File: config.mk
export PLATFORM = sky130hd
export DESIGN_NAME = array_priority_queue
export DESIGN_NICKNAME = d
export VERILOG_FILES = /design/src/rtl/core/apq_pkg.sv /design/src/rtl/core/apq_dpath.sv /design/src/rtl/core/apq_ctrl.sv /design/src/rtl/core/array_priority_queue.sv
export SDC_FILE = /design/constraint.sdc
export NUM_CORES = 1
export LEC_CHECK = 0
export ABC_CLOCK_PERIOD_IN_PS = 5500
export BUFFER_PORTS_ARGS = -buffer_cell sky130_fd_sc_hd__buf_2
export CAP_MARGIN = 20
export CORE_ASPECT_RATIO = 0.5
export CORE_UTILIZATION = 50
export CTS_BUF_LIST = sky130_fd_sc_hd__clkbuf_16
export DETAILED_ROUTE_END_ITERATION = 10
export PLACE_DENSITY = 0.69
export SLEW_MARGIN = 0
export SYNTH_ARGS = -nofsm -noshare
export SYNTH_HDL_FRONTEND = slang
export SYNTH_HIERARCHICAL = 1
export SYNTH_SLANG_ARGS = --single-unit
File: constraint.sdc
create_clock -name clk_i -period 5.5 [get_ports clk_i]
set_input_delay 1.65 -clock clk_i [delete_from_list [all_inputs] [get_ports clk_i]]
set_output_delay 1.65 -clock clk_i [all_outputs]
set_load 0.1 [all_outputs]
File: src/rtl/core/apq_pkg.sv
// shared types, sizes and codes for the array priority queue
package apq_pkg;

  localparam int CAPACITY = 8;
  localparam int CNT_W    = $clog2(CAPACITY + 1);
  localparam int IDX_W    = (CAPACITY > 1) ? $clog2(CAPACITY) : 1;
  localparam int VAL_W    = 32;
  localparam int PRI_W    = 8;
  localparam int CODE_W   = 2;
  localparam int IN_W     = CODE_W + VAL_W + PRI_W;
  localparam int TDATA_W  = ((IN_W + 7) / 8) * 8;

  typedef enum logic [CODE_W-1:0] {
    OP_INSERT = 2'd0,
    OP_DELETE = 2'd1,
    OP_PEEK   = 2'd2
  } opcode_e;

  typedef enum logic [CODE_W-1:0] {
    ST_OK    = 2'd0,
    ST_FULL  = 2'd1,
    ST_EMPTY = 2'd2
  } status_e;

  // commands from the controller to the datapath
  typedef struct packed {
    logic    load_in;
    logic    insert;
    logic    set_res;
    status_e res_code;
    logic    scan_init;
    logic    scan_step;
    logic    take_top;
    logic    shift_step;
    logic    shrink;
    logic    load_out;
  } apq_cmd_t;

  // status from the datapath to the controller
  typedef struct packed {
    logic [CODE_W-1:0] op;
    logic              full;
    logic              empty;
    logic              scan_more;
    logic              shift_more;
    logic              out_free;
  } apq_sts_t;

endpackage

File: src/rtl/core/apq_dpath.sv
// entry store, scan and compaction registers and the result register
module apq_dpath (
  input  logic                       clk_i,
  input  logic                       rst_ni,
  input  apq_pkg::apq_cmd_t          cmd_i,
  output apq_pkg::apq_sts_t          sts_o,
  input  logic [apq_pkg::TDATA_W-1:0] in_data_i,
  output logic                       out_valid_o,
  input  logic                       out_ready_i,
  output logic [apq_pkg::TDATA_W-1:0] out_data_o
);
  import apq_pkg::*;

  localparam int ENT_W = VAL_W + PRI_W;

  logic [ENT_W-1:0]  store_q [CAPACITY];

  logic [CODE_W-1:0] op_q;
  logic [VAL_W-1:0]  val_q;
  logic [PRI_W-1:0]  pri_q;
  logic [CNT_W-1:0]  cnt_q;
  logic [CNT_W-1:0]  k_q;
  logic [CNT_W-1:0]  best_idx_q;
  logic [PRI_W-1:0]  best_pri_q;
  logic [VAL_W-1:0]  best_val_q;
  logic [CODE_W-1:0] res_status_q;
  logic [VAL_W-1:0]  res_removed_q;
  logic [PRI_W-1:0]  res_top_q;
  logic              out_valid_q;
  logic [IN_W-1:0]   out_data_q;

  logic [CNT_W:0]    k_next;
  logic [CNT_W-1:0]  rd_addr;
  logic [ENT_W-1:0]  rd_ent;
  logic [ENT_W-1:0]  head_ent;

  // shared read port: scan reads at k, compaction reads the entry after k; entry 0 is read apart for scan start
  assign k_next   = {1'b0, k_q} + 1'b1;
  assign rd_addr  = cmd_i.shift_step ? k_next[CNT_W-1:0] : k_q;
  assign rd_ent   = store_q[rd_addr[IDX_W-1:0]];
  assign head_ent = store_q[0];

  // status toward the controller
  assign sts_o.op         = op_q;
  assign sts_o.full       = (cnt_q == CNT_W'(CAPACITY));
  assign sts_o.empty      = (cnt_q == '0);
  assign sts_o.scan_more  = (k_q < cnt_q);
  assign sts_o.shift_more = (k_next < {1'b0, cnt_q});
  assign sts_o.out_free   = !out_valid_q || out_ready_i;

  // entry store, one write a cycle
  always_ff @(posedge clk_i) begin
    if (cmd_i.insert) begin
      store_q[cnt_q[IDX_W-1:0]] <= {pri_q, val_q};
    end else if (cmd_i.shift_step) begin
      store_q[k_q[IDX_W-1:0]] <= rd_ent;
    end
  end

  // input capture, scan and result payload
  always_ff @(posedge clk_i) begin
    if (cmd_i.load_in) begin
      op_q  <= in_data_i[CODE_W-1:0];
      val_q <= in_data_i[CODE_W+VAL_W-1:CODE_W];
      pri_q <= in_data_i[IN_W-1:CODE_W+VAL_W];
    end
    if (cmd_i.scan_init) begin
      best_idx_q <= '0;
      best_val_q <= head_ent[VAL_W-1:0];
      best_pri_q <= head_ent[ENT_W-1:VAL_W];
    end else if (cmd_i.scan_step && (rd_ent[ENT_W-1:VAL_W] > best_pri_q)) begin
      best_idx_q <= k_q;
      best_val_q <= rd_ent[VAL_W-1:0];
      best_pri_q <= rd_ent[ENT_W-1:VAL_W];
    end
    if (cmd_i.set_res) begin
      res_status_q  <= cmd_i.res_code;
      res_removed_q <= '0;
      res_top_q     <= '0;
    end else if (cmd_i.take_top) begin
      res_status_q  <= ST_OK;
      res_top_q     <= best_pri_q;
      res_removed_q <= (op_q == OP_DELETE) ? best_val_q : '0;
    end
    if (cmd_i.load_out) begin
      out_data_q <= {res_top_q, res_removed_q, res_status_q};
    end
  end

  // count, scan index and output valid
  always_ff @(posedge clk_i or negedge rst_ni) begin
    if (!rst_ni) begin
      cnt_q       <= '0;
      k_q         <= '0;
      out_valid_q <= 1'b0;
    end else begin
      if (cmd_i.insert) begin
        cnt_q <= cnt_q + 1'b1;
      end else if (cmd_i.shrink) begin
        cnt_q <= cnt_q - 1'b1;
      end
      if (cmd_i.scan_init) begin
        k_q <= CNT_W'(1);
      end else if (cmd_i.scan_step || cmd_i.shift_step) begin
        k_q <= k_next[CNT_W-1:0];
      end else if (cmd_i.take_top) begin
        k_q <= best_idx_q;
      end
      if (cmd_i.load_out) begin
        out_valid_q <= 1'b1;
      end else if (out_ready_i) begin
        out_valid_q <= 1'b0;
      end
    end
  end

  assign out_valid_o = out_valid_q;
  assign out_data_o  = {{(TDATA_W-IN_W){1'b0}}, out_data_q};

endmodule

File: src/rtl/core/apq_ctrl.sv
// operation sequencer for the array priority queue
module apq_ctrl (
  input  logic               clk_i,
  input  logic               rst_ni,
  input  logic               in_valid_i,
  output logic               in_ready_o,
  input  apq_pkg::apq_sts_t  sts_i,
  output apq_pkg::apq_cmd_t  cmd_o
);
  import apq_pkg::*;

  typedef enum logic [2:0] {
    S_IDLE,
    S_DECODE,
    S_SCAN,
    S_SHIFT,
    S_FINISH
  } state_e;

  state_e state_q, state_d;

  assign in_ready_o = (state_q == S_IDLE);

  // command decode and next state
  always_comb begin
    cmd_o    = '0;
    cmd_o.res_code = ST_OK;
    state_d  = state_q;
    case (state_q)
      S_IDLE: begin
        if (in_valid_i) begin
          cmd_o.load_in = 1'b1;
          state_d       = S_DECODE;
        end
      end
      S_DECODE: begin
        state_d = S_FINISH;
        case (sts_i.op)
          OP_INSERT: begin
            cmd_o.set_res = 1'b1;
            if (sts_i.full) begin
              cmd_o.res_code = ST_FULL;
            end else begin
              cmd_o.insert = 1'b1;
            end
          end
          OP_DELETE, OP_PEEK: begin
            if (sts_i.empty) begin
              cmd_o.set_res  = 1'b1;
              cmd_o.res_code = ST_EMPTY;
            end else begin
              cmd_o.scan_init = 1'b1;
              state_d         = S_SCAN;
            end
          end
          default: begin
            cmd_o.set_res = 1'b1;
          end
        endcase
      end
      S_SCAN: begin
        if (sts_i.scan_more) begin
          cmd_o.scan_step = 1'b1;
        end else begin
          cmd_o.take_top = 1'b1;
          state_d = (sts_i.op == OP_DELETE) ? S_SHIFT : S_FINISH;
        end
      end
      S_SHIFT: begin
        if (sts_i.shift_more) begin
          cmd_o.shift_step = 1'b1;
        end else begin
          cmd_o.shrink = 1'b1;
          state_d      = S_FINISH;
        end
      end
      S_FINISH: begin
        if (sts_i.out_free) begin
          cmd_o.load_out = 1'b1;
          state_d        = S_IDLE;
        end
      end
      default: begin
        state_d = S_IDLE;
      end
    endcase
  end

  // state register
  always_ff @(posedge clk_i or negedge rst_ni) begin
    if (!rst_ni) begin
      state_q <= S_IDLE;
    end else begin
      state_q <= state_d;
    end
  end

endmodule

File: src/rtl/core/array_priority_queue.sv
// array priority queue: unsorted entry store with scan and compaction
// insert, unused opcode or empty/full report pass idle, decode and finish to the output
// peek also scans the stored entries, and delete also compacts those after the removed one,
// both one entry a cycle through the shared store read port
// one item at a time; a finished result waits in the output register
// reset empties the queue and clears the controller and output valid; store contents stay
module array_priority_queue (
  input  logic                        clk_i,
  input  logic                        rst_ni,
  input  logic                        s_axis_tvalid,
  output logic                        s_axis_tready,
  // opcode [1:0], item_value [33:2], item_priority [41:34], zero fill
  input  logic [apq_pkg::TDATA_W-1:0] s_axis_tdata,
  output logic                        m_axis_tvalid,
  input  logic                        m_axis_tready,
  // status [1:0], removed_value [33:2], top_priority [41:34], zero fill
  output logic [apq_pkg::TDATA_W-1:0] m_axis_tdata
);
  import apq_pkg::*;

  apq_cmd_t cmd;
  apq_sts_t sts;

  // sequencer
  apq_ctrl u_ctrl (
    .clk_i      (clk_i),
    .rst_ni     (rst_ni),
    .in_valid_i (s_axis_tvalid),
    .in_ready_o (s_axis_tready),
    .sts_i      (sts),
    .cmd_o      (cmd)
  );

  // store and result path
  apq_dpath u_dpath (
    .clk_i       (clk_i),
    .rst_ni      (rst_ni),
    .cmd_i       (cmd),
    .sts_o       (sts),
    .in_data_i   (s_axis_tdata),
    .out_valid_o (m_axis_tvalid),
    .out_ready_i (m_axis_tready),
    .out_data_o  (m_axis_tdata)
  );

endmodule
==> impl_results.md <==
- Root Buffer Master: clkbuf_16
- Core area: 45420 um^2
- Vias in the first global route: 14260
- NetSw: 0.005491 W
- Max-Cap Viols: 0
- Sequential share of power: 0.374
- Worst R2R Setup Slack: 0.52 ns
- DRC violation count after routing: 0
- Endpoint type of the worst setup path: flip-flop
- #FFs+latches synth: 502
- Post-synth EDFFs: 446
- Filler Cell Count: 3554
- Critical path class: reg -> reg
- Run status: finished, final reports clean
- Die height: 154.1 um
- First-pass GRT wire length: 81.32 mm
- DR vias/cell: 6.201
- Clock sink count: 502
- Sw Share: 0.3880
- Area Growth Syn to Fin: 10.45%
- Final hold vios: 0
- Top post-synthesis cells by count: 446 x edfxtp_1, 178 x mux2i_1, 153 x a21oi_1, 138 x o22ai_1, 88 x a211oi_1
- Synth unique cells: 60
- Sequential-to-total area share from yosys stat: 0.6299
- DP Area: 24080 um^2
- Mean Syn Cell Area: 14.07 um^2
- Drt initial violations: 1247
- Syn Inst Count: 1644
- Most common cell in the netlist: edfxtp_1
- Grt peak-use layer: met2
- Ys async rst share: 0.02390
- DR vias: 14470
- CP Max Fanout: 38
- CTS tree: built
- Tightest Pin Transition: 1.009 ns
- CP startpoint kind: flip-flop
- Slew margin rel.: 0.3273
- # H-tree levels: 2
- Starting Density: 0.5094
- Max Clock Skew: 0.02388 ns
- Routing usage on met3: 0.03529
- P_int: 0.008660 W
- Nets: 1773
- Total Routed Length: 52.92 mm
- Clk_lat worst skew: 0.57 ns
- Top post-synthesis cells by area: edfxtp_1 58%, mux2i_1 7.7%, mux2_2 3.9%
- Period utilisation layout: 0.9058
- Post-route setup TNS: 0 ns
- Wirelength per Cell: 22.67 um
- Max Fclk: 200.7 MHz
- YS warnings: 6
- Post-detail-place hpwl: 30.04 mm
- Comb power frac: 0.412
- Crit path time final: 4.982 ns
- I/O Buffers: 89
- Longest Clk Path Bufs: 3
- Final Max Tran Viols: 0
- Antenna cell count: 0
- Worst hold path class: reg -> reg
- Area occupied by multi-input gates: 7853 um^2
- Row cnt: 55
- Clock transition at path regs: 0.07 ns
- Largest net degree at the start of global routing: 127
- Cell Area, Synth: 23140 um^2
- Drt pass-1 iters: 5
- Die area: 47190 um^2
- Design Area, Final: 25550 um^2
- Met1 usage: 0.3096
- Total track usage: 0.2238
- Antenna violations before repair: 0
- RSZ-0062 raised after global routing: false
- Post-route antenna net violation count: 0
- Top-area cell type share of the netlist area: 0.5789
- Top_reg_cell synth: edfxtp_1
- Gr ovfl total: 0
- Critical Path AT: 5.21 ns
- Layout cells sized above 1: 0.2079
- Area leader, netlist: edfxtp_1
- GR Layer Usage met2: 0.3669
- Worst vdd ir: 0.4211 mV
- I/O pin total: 102
- Horiz. Die Dim: 306.2 um
- Final Setup Violations: 0
- Clock power share: 0.214
- Register Area: 14580 um^2
- Req. time, crit path: 5.72 ns
- PwrDens: 553.8 nW/um^2
- Placer Congestion: 0.8090
- Lkg Pwr: 8.971 nW
- Total CTS buffers: 45
- Total power: 0.01415 W
==> worst paths after layout <==
check,from,end,cells after the start
max reg2reg,u_dpath/k_q[1],u_dpath/best_val_q[22],20
min reg2reg,u_dpath/res_status_q[1],u_dpath/out_data_q[1],0
min,u_dpath/res_status_q[1],u_dpath/out_data_q[1],0
max,u_dpath/k_q[1],u_dpath/best_val_q[22],20
min in group asynchronous,rst_ni,u_dpath/out_valid_o,1
max in group asynchronous,rst_ni,u_dpath/k_q[1],1
==> kinds of logic (layout without fill, tap and decap cells) <==
logic type	count (synthesis)	count (layout)	synth area share
xor+xnor	5	5	0.001893
compound gates	509	509	0.1545
buf+inv	153	240	0.03856
fa+ha+maj	21	21	0.01168
flops	502	502	0.6299
simple gates	193	193	0.04640
mux	260	260	0.1169
other cells	1	6	0.0001621
==> through the flow <==
stage	cells	setup slack (ns)	hold WS, ns	util
after floorplan	1649	0.2635	0.4003	-
after global placement	2247	0.3624	0.4079	0.5301
final	2334	0.5178	0.4192	0.5626
after detailed placement	2247	0.3209	0.4045	0.5301
after CTS	2330	0.3019	0.4193	0.5611
after global routing	2334	0.1070	0.4296	0.5626
==> layout by cell type, fill, tap and decap left out, types with 13 or more instances in the layout <==
cell type	netlist	layout
nor2b_1	82	80
mux2_2	81	81
a21oi_1	153	153
dfxtp_1	44	44
o22ai_1	138	138
clkbuf_16	0	46
a22o_1	32	32
a211oi_1	88	88
edfxtp_1	446	446
buf_4	28	43
o21ai_1	14	14
inv_1	18	23
ha_1	20	19
a22oi_1	15	15
mux2i_1	178	178
a221oi_2	40	40
nand2_1	37	36
nor2_1	39	29
clkinv_1	0	13
buf_2	50	89
==> timing repair <==
action,CTS,global route
setup buffers,0,3
resized for setup,0,3
hold buffers,0,0
endpoints found under the setup margin,0,40
==> critical path, cell delays in order, from the launching register on <==
cell and delay (ns):
dfrtp_4 0.51, ha_4 0.28, ha_1 0.21, a21o_1 0.16, a21oi_1 0.14, nor2b_1 0.08, a311oi_2 0.33, and3_4 0.29
buf_4 0.38, nand2b_4 0.33, o22ai_1 0.11, a221oi_2 0.28, o21ai_0 0.17, ha_1 0.30, nand4_1 0.08, nand2_1 0.06
a211oi_1 0.22, nor2_1 0.09, buf_4 0.17, nand2_2 0.08, buf_4 0.35
==> power by group through the flow <==
stage          registers [W]  logic, W  clock network (W)
6_report             0.00530   0.00582            0.00303
5_1_grt              0.00534   0.00625            0.00325
4_1_cts              0.00530   0.00576            0.00309
3_5_place_dp         0.00538   0.00574                  0
3_3_place_gp         0.00537   0.00564                  0
2_1_floorplan        0.00611   0.00395                  0
==> cell type report <==
cell class / count / share of cell area
multi-input combinational: 994 / 0.3073
tap: 598 / 0.02928
clock inverter: 37 / 0.01004
clock buffer: 46 / 0.04505
inverter: 18 / 0.002644
sequential: 502 / 0.5705
timing repair buffer: 139 / 0.03521
==> routing by layer <==
metal | vias up | share of wire | wire [um]
met1 | 7274 | 0.45 | 23700
met2 | 472 | 0.47 | 24990
met4 | 0 | 0.020 | 1060
met5 | - | 0 | 0
li1 | 6638 | - | -
met3 | 88 | 0.060 | 3165
==> sequential cells by signal (all words and copies together) (netlist names), 8 cells and up <==
name and flops:
u_dpath/store_q 320, u_dpath/res_removed_q 32, u_dpath/val_q 32, u_dpath/best_val_q 32, u_dpath/best_pri_q 8, u_dpath/res_top_q 8, u_dpath/pri_q 8, u_dpath/out_data_q 42
No activity file was read; power rests on OpenSTA's default activity.
